`src/hdl/wss_pkg.sv`:
```
// shared types and constants for the wildcard signature scanner
`timescale 1ns / 1ps
package wss_pkg;
	localparam int PATTERN_MAX_DEF = 32;
	localparam int OFFSET_BITS_DEF = 32;

	localparam int PAT_SLOTS = 32;
	localparam int PAT_IDX_W = 5;
	localparam int LEN_W = 6;
	localparam int CFG_IDX_W = 3;
	localparam int CFG_DATA_W = 64;
	localparam int MASK_W = 32;
	localparam int MATCH_OFFSET_W = 32;

	localparam logic [CFG_IDX_W-1:0] REG_PAT_LOW      = 3'd0;
	localparam logic [CFG_IDX_W-1:0] REG_PAT_MID_LOW  = 3'd1;
	localparam logic [CFG_IDX_W-1:0] REG_PAT_MID_HIGH = 3'd2;
	localparam logic [CFG_IDX_W-1:0] REG_PAT_HIGH     = 3'd3;
	localparam logic [CFG_IDX_W-1:0] REG_WILDCARD     = 3'd4;
	localparam logic [CFG_IDX_W-1:0] REG_LENGTH       = 3'd5;

	typedef logic [7:0] byte_t;
	typedef logic [PAT_SLOTS-1:0][7:0] pattern_t;

	typedef struct packed {
		logic valid;
		logic last;
		logic counted;
	} s1_ctrl_t;
endpackage

```
`src/hdl/wss_cfg_regs.sv`:
```
// configuration registers: pattern bytes, wildcard mask and clamped length
`timescale 1ns / 1ps
module wss_cfg_regs import wss_pkg::*; #(
	parameter int PATTERN_MAX = PATTERN_MAX_DEF
) (
	input  logic                  clk,
	input  logic                  arst_n,
	input  logic                  cfg_we,
	input  logic [CFG_IDX_W-1:0]  cfg_index,
	input  logic [CFG_DATA_W-1:0] cfg_wdata,
	output pattern_t              pattern,
	output logic [MASK_W-1:0]     wild_mask,
	output logic [LEN_W-1:0]      eff_len
);
	localparam logic [LEN_W-1:0] LEN_CAP = LEN_W'(PATTERN_MAX);

	logic [CFG_DATA_W-1:0] pat_low_q, pat_mid_low_q, pat_mid_high_q, pat_high_q;
	logic [MASK_W-1:0]     mask_q;
	logic [LEN_W-1:0]      len_q;

	always_ff @(posedge clk or negedge arst_n) begin
		if (!arst_n) begin
			pat_low_q      <= '0;
			pat_mid_low_q  <= '0;
			pat_mid_high_q <= '0;
			pat_high_q     <= '0;
			mask_q         <= '0;
			len_q          <= LEN_W'(1);
		end else if (cfg_we) begin
			case (cfg_index)
				REG_PAT_LOW:      pat_low_q      <= cfg_wdata;
				REG_PAT_MID_LOW:  pat_mid_low_q  <= cfg_wdata;
				REG_PAT_MID_HIGH: pat_mid_high_q <= cfg_wdata;
				REG_PAT_HIGH:     pat_high_q     <= cfg_wdata;
				REG_WILDCARD:     mask_q         <= cfg_wdata[MASK_W-1:0];
				REG_LENGTH:       len_q          <= cfg_wdata[LEN_W-1:0];
				default: ;
			endcase
		end
	end

	assign pattern   = pattern_t'({pat_high_q, pat_mid_high_q, pat_mid_low_q, pat_low_q});
	assign wild_mask = mask_q;

	always_comb begin
		if (len_q == '0)
			eff_len = LEN_W'(1);
		else if (len_q > LEN_CAP)
			eff_len = LEN_CAP;
		else
			eff_len = len_q;
	end
endmodule

```
`config.mk`:
```
export PLATFORM = sky130hd
export DESIGN_NAME = wss_cfg_regs
export DESIGN_NICKNAME = d
export VERILOG_FILES = /design/src/hdl/wss_pkg.sv /design/src/hdl/wss_cfg_regs.sv
export SDC_FILE = /design/constraint.sdc
export NUM_CORES = 1
export LEC_CHECK = 0
export ABC_AREA = 1
export BUFFER_PORTS_ARGS = -buffer_cell sky130_fd_sc_hd__buf_2
export CAP_MARGIN = 20
export CORE_MARGIN = 1
export CORE_UTILIZATION = 46
export CTS_CLUSTER_DIAMETER = 40
export DETAILED_ROUTE_END_ITERATION = 10
export HOLD_SLACK_MARGIN = 0.05
export PLACE_DENSITY_LB_ADDON = 0.2
export REMOVE_ABC_BUFFERS = 1
export SYNTH_ARGS = -nofsm -noshare
export SYNTH_HDL_FRONTEND = slang
export SYNTH_SLANG_ARGS = --single-unit
```
`constraint.sdc`:
```
create_clock -name clk -period 0.9 [get_ports clk]
set_clock_uncertainty 0.05 [all_clocks]
set_input_delay 0.09 -clock clk [delete_from_list [all_inputs] [get_ports clk]]
set_output_delay 0.09 -clock clk [all_outputs]
set_load 0.05 [all_outputs]
```
; ---- Yosys cells after proc, flatten, opt, wreduce, memory -nomap -nowiden
; Index checks and enable logic that the tools add are counted.
[word_totals]
regBits = 294
out_inout_bits = 294
elab_cells = 22
[classes]
n_mux = 2
reduce_logical = 8
n_eq_ne = 5
magnitude_cmp = 1
[ops]
columns = operator, n
row1 = $mux W6, 2
row2 = $reduce_and A2 Y1, 6
row3 = $eq A3 B2 Y1 const B, 2
row4 = $eq A3 B3 Y1 const B, 2
row5 = $gt A6 B6 Y1 const B, 1
row6 = $logic_not A6 Y1, 1
row7 = $eq A3 B1 Y1 const B, 1
row8 = $logic_not A3 Y1, 1

; ---- Depth between registers and ports, before layout
; Gate-level depths: netlist of run 1.
[depth]
ltp_word = 3
depth_mapped = 7

; ---- Least setup slack after synthesis of run 1
; Ideal clock, no wire load.
[synth_timing]
path_kind = register to output
from = register len_q[4]
to = output eff_len[0]
stages_incl_launch_ff = 4
required_ps = 760
slack_ps = -592
path_buffers = 0
arrival_ps = 1352
cell_sequence = dfrtp_1 nor2_1 nand3_1 a21oi_1
[synth_between]
elab_chain_cells = 3
[synth_lines]
columns = item, line_no
row1 = from (decl), wss_cfg_regs.sv:19  ; logic [LEN_W-1:0] len_q;
row2 = from (signal assigned), wss_cfg_regs.sv:36  ; REG_LENGTH: len_q <= cfg_wdata[LEN_W-1:0];
row3 = $gt A6 B6 Y1, wss_cfg_regs.sv:48  ; else if (len_q > LEN_CAP)
row4 = $mux W6, wss_cfg_regs.sv:48
row5 = $mux W6 *, wss_cfg_regs.sv:46  ; if (len_q == '0)
row6 = to (decl), wss_cfg_regs.sv:13  ; output logic [LEN_W-1:0] eff_len
; Every way passes the cells marked *; elsewhere a longest branch is shown, timed or not.

; ---- Worst setup path after layout of run 1
[layout_timing]
from = register len_q[1]
to = output eff_len[3]
; The elaborated chain is that of the path after synthesis.

==> flow_summary.toml, run 1 <==
[floorplan]
die_w_um = 159
row_count = 56
dieArea_mm2 = 0.0251
core_area_mm2 = 0.0238
fp.dieH_um = 159
start_util_pct = 47.5
ios = 364

[drt]
drcViolationCount = 0
wl_mm = 45.1
routedWlPerCell_um = 20.9
vias = 11800
drtPass1Iterations = 6
vias_per_cell = 5.46
drtIter0Drc = 1012
drtAntennaViolNets = 0

[job]
max-cap-violations = 0

[placed_design]
io_buffers = 363
place_area_mm2 = 0.0139
place_congestion = 0.827
dpl.hpwl_mm = 24.0

[timing]
slew_headroom_pct = 63.2
rsz0062_at_grt = "true"
maxSlewViolCount = 0
hold_violations = 0
worst_slew_pin_slew_ns = 0.553
min_period_ns = 1.78
setup_viol = 328
finalWorstSetupSlack_ns = -0.876
fmax_ghz = 0.563
timing.final.crit_share_pct = 197

[global_routing]
grt_max_degree = 57
grt_first_pass_wirelength_mm = 61.3
grt_usage_pct = 32.0
antenna_found_initial = 1
overflow = 0
grt_pass1_vias = 11300

[worst_setup_path]
critPathCaptureType = "output pin"
crit_type = "reg -> out"
cp-start-kind = "flop"
crit_path_max_fanout = 3
crit_arrival_ns = 1.64
crit_required_ns = 0.76

[cts]
path_clk_slew_ns = 0.06
numClockSinks = 294
hold_buffers = 68
cts_tree = "yes"
clk_latency_ns = 0.51
cts_buffers = 40
cts_root_buf = "clkbuf_16"
h-tree-depth = 2
clk_path_buf_depth = 3

[synthesis]
ys_seq_area_share_pct = 65.3
ys.warnings.count = 0
synth_cell_types = 16
synth_seq_cells = 294
syn_inst = 1185
syn_area_per_cell_um2 = 9.51
netlist_area_mm2 = 0.0113

[power]
powerDensity_mw_per_mm2 = 2910
peakVddDrop_uv = 1840
p_leak_nw = 10.2

[layout]
area_growth_pct = 70.2
final_cell_area_mm2 = 0.0192
fin_util_pct = 80.8
layout.cells.most_common_list = "nand2_1, buf_6, dfrtp_1, buf_4, o21ai_1"
final_nets = 1878
layout_commonest_cell = "nand2_1"
drive_gt1_share_pct = 38.5

[status]
outcome = "finished with violations"
violations = "negative setup slack"

[min_path]
hp-class = "in -> async"
## path summary, 6_finish.rpt
| kind | startpoint | endpoint | slack (ns) | cells past startpoint |
|---|---|---|---|---|
| setup / recovery | len_q[1] | eff_len[3] | -0.88 | 4 |
| hold / removal | arst_n | pat_low_q[0] | 0.007 | 2 |
| setup reg to reg | pat_low_q[12] | pat_low_q[12] | -0.18 | 3 |
| hold reg to reg | pat_high_q[27] | pat_high_q[27] | 0.44 | 2 |
| max in group asynchronous | arst_n | pat_mid_high_q[31] | 0.20 | 3 |
| min in group clk | cfg_index[2] | pat_mid_high_q[4] | 0.06 | 5 |
## per-stage QoR
stage	worst slack, ns	power (mW)	TNS, ns	instances	hold WS (ns)
detailed placement	-0.387	33.0	-82.34	1851	-0.0478
CTS	-0.795	53.6	-95.85	2061	0.0122
global placement	-0.324	32.8	-75.18	1851	-0.0453
global route	-0.921	57.6	-104.27	2156	0.0243
floorplan	-3.32	28.3	-788.05	1102	-0.256
finish	-0.876	55.9	-95.64	2159	0.00739
## sequential cells by signal (all words and copies together), names as in the netlist
register        flops
pat_mid_low_q      64
wild_mask          32
pat_high_q         64
pat_low_q          64
len_q               6
pat_mid_high_q     64
## logic make-up after synthesis
| group | share of synthesized area [%] |
|---|---|
| AND/OR/NAND/NOR | 21.1 |
| AO/OA/AOI/OAI | 7.50 |
| buffers and inverters | 6.14 |
| flip-flops | 65.3 |
## per-layer routing
layer	wire [µm]	track usage (%)	part of all wire [%]
met5	0	0	0
met4	2540	14.4	5.6
met3	4040	8.11	9.0
met2	22300	55.7	49
met1	16300	37.2	36
## report_power, final
group / internal (mW) / switching [mW] / total (mW)
Clock: 9.95 / 6.05 / 16.0
Sequential: 15.7 / 2.12 / 17.8
Combinational: 8.19 / 13.8 / 22.0
## synthesized netlist by cell type (all sizes together)
cell    number  share of area [%]
dfstp        1               0.23
nand4       64                3.6
nor2         8               0.29
buf         65                3.1
dfrtp      293                 65
nand2      429                 14
clkbuf      18               0.60
o21ai      166                7.4
inv         72                2.4
nand3       66                3.0
a21oi        3               0.13
## worst max-delay path: stages, from the launching register on
cell     delay (ns)
dfrtp_1        0.40
nor2_2         0.14
nand3_2        0.16
a21oi_2        0.23
buf_6          0.19
## final cells by class
type	count	area [µm²]
Tap cell	319	399
Multi-Input combinational cell	736	3380
Inverter	72	273
Timing Repair Buffer	664	6420
Clock inverter	21	241
Antenna cell	3	7.51
Fill cell	1250	4570
Clock buffer	50	1110
Sequential cell	294	7360
## what timing repair did
action	in CTS	in global routing
gates resized for setup	594	57
setup endpoints to repair	294	297
buffers inserted	71	97
endpoints found under the hold margin	588	17
pin swaps	5	6
Note: power is estimated with default switching activity, not from simulation.
==> run 2: changes to the inputs <==
REMOVE_ABC_BUFFERS = not set   (was 1)
==> flow_summary.toml, run 2 (synthesized netlist as in run 1, its figures left out) <==
[floorplan]
die_w_um = 159
core_area_mm2 = 0.0238
row_count = 56
ios = 364
dieArea_mm2 = 0.0251
fp.dieH_um = 159
start_util_pct = 47.5

[global_routing]
grt_pass1_vias = 11300
antenna_found_initial = 2
grt_max_degree = 57
overflow = 0
grt_first_pass_wirelength_mm = 61.2
grt_usage_pct = 32.0

[cts]
cts_buffers = 41
numClockSinks = 294
clk_latency_ns = 0.52
cts_tree = "yes"
h-tree-depth = 2
cts_root_buf = "clkbuf_16"
path_clk_slew_ns = 0.06
clk_path_buf_depth = 3

[timing]
slew_headroom_pct = 66.2
maxSlewViolCount = 0
holdWs_ns = -0.0421
worst_slew_pin_slew_ns = 0.505
fmax_ghz = 0.583
setup_viol = 313
rsz0062_at_grt = "true"
tns_ns = -95.82
min_period_ns = 1.72
timing.final.crit_share_pct = 191
hold_violations = 10
finalWorstSetupSlack_ns = -0.817

[drt]
drcViolationCount = 0
drtAntennaViolNets = 0
wl_mm = 43.3
vias_per_cell = 5.38
drtPass1Iterations = 5
drtIter0Drc = 823
routedWlPerCell_um = 20.5
vias = 11400

[worst_setup_path]
crit_path_max_fanout = 3
crit_required_ns = 0.76
regToRegEndpoint = "pat_low_q[40]"
reg2reg_slack_ns = -0.11
crit_type = "reg -> out"
crit_arrival_ns = 1.58
cp-start-kind = "flop"
worstReg2RegStart = "pat_low_q[40]"
critPathCaptureType = "output pin"
ff2ff_path_depth = 4

[power]
powerDensity_mw_per_mm2 = 2980
p_leak_nw = 9.96
power.total_mw = 56.9
peakVddDrop_uv = 2050

[job]
max-cap-violations = 0

[placed_design]
place_congestion = 0.819
dp_slack_ns = -0.333
io_buffers = 363
dpl.cell_count = 1846
dpl.hpwl_mm = 24.0

[status]
outcome = "finished with violations"
violations = "negative hold slack, negative setup slack"

[layout]
layout_commonest_cell = "nand2_1"
fillers = 1261
fin_util_pct = 80.4
area_growth_pct = 69.3
instances_no_fill = 2114
final_nets = 1832
layout.cells.most_common_list = "nand2_1, buf_6, dfrtp_1, buf_4, o21ai_1"
drive_gt1_share_pct = 38.6

[synthesis]
synth_fp_nets = 1255

[min_path]
hp-class = "in -> async"
-- run 2: worst max-delay path by stage --
| stage | cells after the start | slack, ns | from | to |
|---|---|---|---|---|
| global placement | 4 | -0.34 | len_q[4] | eff_len[3] |
| floorplan | 3 | -0.27 | len_q[4] | eff_len[0] |
| CTS | 4 | -0.82 | len_q[3] | eff_len[0] |
| global route | 4 | -0.85 | len_q[3] | eff_len[0] |
| detailed placement | 4 | -0.33 | len_q[4] | eff_len[3] |
| finish | 4 | -0.82 | len_q[3] | eff_len[0] |
-- run 2: cell type report --
class,count,area [µm²],share of cell area [%]
inverter,72,270,1.42
sequential,294,7400,38.8
tap,319,399,2.09
timing repair buffer,617,6120,32.1
antenna,1,2.50,0.0131
multi-input combinational,736,3390,17.7
clock buffer,49,1130,5.91
clock inverter,26,379,1.99
-- run 2: worst max-delay path, stage by stage, from the launching register on --
cell and delay [ns]:
dfrtp_1 0.41, nor2_4 0.14, nand3_4 0.13, a21oi_4 0.21, buf_12 0.16
-- run 2: where the power goes --
part / leakage (nW) / internal [mW] / switching, mW / total (mW)
logic: 5.58 / 7.86 / 13.6 / 21.5
registers: 3.66 / 15.8 / 2.14 / 17.9
clock network: 0.721 / 11.3 / 6.21 / 17.6
total: 9.96 / 35.0 / 21.9 / 56.9
-- run 2: per-layer routing --
metal	wire [µm]	share of wire, %	vias up	GRT usage (%)
met5	13	0.030	-	0
met4	2480	5.7	2	16.8
met3	3480	8.0	195	7.95
met2	21300	49	654	53.9
met1	16000	37	5524	38.0
li1	-	-	5001	-
-- run 2: per-stage QoR --
step	area (µm²)	hold WS [ns]
2_1_floorplan	11500	-0.256
3_3_place_gp	14000	-0.102
3_5_place_dp	14000	-0.103
4_1_cts	18400	-0.0476
5_1_grt	19100	-0.0372
6_report	19100	-0.0421
-- run 2: what timing repair did --
action / 4_1_cts / 5_1_grt
hold endpoints to repair: 588 / 17
hold buffers: 66 / 2
buffers inserted: 53 / 73
endpoints found under the setup margin: 295 / 306
pin swaps: 3 / 2
gates resized for setup: 593 / 35
==> run 3: changes to the inputs <==
BUFFER_PORTS_ARGS = not set   (was -buffer_cell sky130_fd_sc_hd__buf_2)
CORE_UTILIZATION = 47   (was 46)
DONT_BUFFER_PORTS = 1   (was not set)
==> flow_summary.toml, run 3 (synthesized netlist as in run 1, its figures left out) <==
[global_routing]
antenna_found_initial = 1
grt_pass1_vias = 11300
overflow = 0
grtUsageMet1_pct = 38.0
grt-busiest-layer = "met2"
grt_use_met3_pct = 11.2
use_met2_pct = 58.3
grt_first_pass_wirelength_mm = 64.3
grt_max_degree = 295
grt_usage_pct = 34.8

[timing]
min_period_ns = 1.70
hold_violations = 422
slew_headroom_pct = 63.9
fmax_ghz = 0.589
rsz0062_at_grt = "true"
worst_slew_pin_slew_ns = 0.542
finalWorstSetupSlack_ns = -0.797
maxSlewViolCount = 0
setup_viol = 328
timing.final.crit_share_pct = 189
tns_ns = -94.22
holdWs_ns = -0.761

[power]
switching_share_pct = 38.0
peakVddDrop_uv = 2320
switchingPower_mw = 22.2
power.total_mw = 58.5
power.internal_mw = 36.2
p_clk_share_pct = 28.0
powerDensity_mw_per_mm2 = 2980
seqPwrFrac_pct = 31.4
p_leak_nw = 9.90
combPwrFrac_pct = 40.5

[drt]
drcViolationCount = 0
drtIter0Drc = 1281
drtAntennaViolNets = 0
routedWlPerCell_um = 23.4
drtPass1Iterations = 6
vias = 11500
wl_mm = 47.2
vias_per_cell = 5.72

[cts]
clk_latency_ns = 0.50
hold_buffers = 64
cts_tree = "yes"
cts_root_buf = "clkbuf_16"
clk_path_buf_depth = 3
cts_buffers = 37
path_clk_slew_ns = 0.07
h-tree-depth = 2
numClockSinks = 294

[worst_setup_path]
crit_arrival_ns = 1.56
crit_family = "flip-flops"
crit_path_max_fanout = 3
ff2ff_path_depth = 4
crit_required_ns = 0.76
crit_type = "reg -> out"
critPathCaptureType = "output pin"
crit_chain = "nor2_1 -> nand3_2 -> a21oi_4 -> buf_12"
slowest_stage = "dfrtp_1"
cp-start-kind = "flop"
cpPeakStageDelay_ns = 0.38
path_buf_inv = 1
cp.depth = 4

[layout]
register_area_mm2 = 0.00740
fillers = 1094
multi_input_area_mm2 = 0.00345
layout.cells.most_common_list = "nand2_1, dfrtp_1, buf_12, buf_6, buf_4"
drive_gt1_share_pct = 36.5
final_nets = 1738
area_growth_pct = 74.0
layout_commonest_cell = "nand2_1"

[placed_design]
place_congestion = 0.836
dpl.hpwl_mm = 23.7
dp_slack_ns = -0.280
io_buffers = 0

[status]
outcome = "finished with violations"
violations = "negative hold slack, negative setup slack"

[floorplan]
row_count = 56
start_util_pct = 48.0
dieArea_mm2 = 0.0246
ios = 364
die_w_um = 157
core_area_mm2 = 0.0235
fp.dieH_um = 157

[synthesis]
synth_fp_nets = 1255

[job]
max-cap-violations = 0

[min_path]
hp-class = "in -> async"
[run 3: routing by layer]
layer | wire length, µm | up-vias
li1 | - | 4800
met1 | 15900 | 5681
met2 | 23300 | 789
met3 | 4830 | 251
met4 | 3140 | 0
met5 | 0 | -
[run 3: area by class of cell]
type / count / share of cell area [%]
antenna: 1 / 0.0128
timing repair buffer: 527 / 34.4
sequential: 294 / 37.7
clock buffer: 41 / 4.95
inverter: 72 / 1.38
multi-input combinational: 736 / 17.6
tap: 319 / 2.03
clock inverter: 23 / 1.89
[run 3: path summary, 6_finish.rpt]
kind                                      endpoint          startpoint  slack (ns)
worst max-delay path                    eff_len[3]            len_q[4]       -0.80
worst min-delay path             pat_mid_low_q[22]              arst_n       -0.76
worst max register to register  pat_mid_high_q[15]  pat_mid_high_q[15]       -0.14
worst min register to register  pat_mid_high_q[57]  pat_mid_high_q[57]        0.45
max in group asynchronous        pat_mid_low_q[13]              arst_n        1.07
min in group clk                pat_mid_high_q[58]        cfg_index[1]       -0.30
[run 3: timing repair]
| item | in CTS | in global routing |
|---|---|---|
| buffers inserted | 70 | 72 |
| gates resized for setup | 151 | 60 |
| setup endpoints to repair | 295 | 311 |
| endpoints found under the hold margin | 588 | 424 |
| pin swaps | 3 | 4 |
[run 3: metrics by stage]
step / instances / util, % / cell area, µm²
2_1_floorplan: 1185 / - / 11500
3_3_place_gp: 1746 / 67.6 / 15900
3_5_place_dp: 1746 / 67.6 / 15900
4_1_cts: 1944 / 80.7 / 18900
5_1_grt: 2013 / 83.6 / 19600
6_report: 2013 / 83.6 / 19600
[run 3: power by group through the flow]
stage	registers (mW)	clock network, mW	logic (mW)
floorplan	25.9	0	2.70
finish	18.4	16.4	23.7
detailed placement	18.1	0	19.8
global placement	18.0	0	19.6
global route	18.5	17.0	24.4
CTS	18.1	16.3	22.0
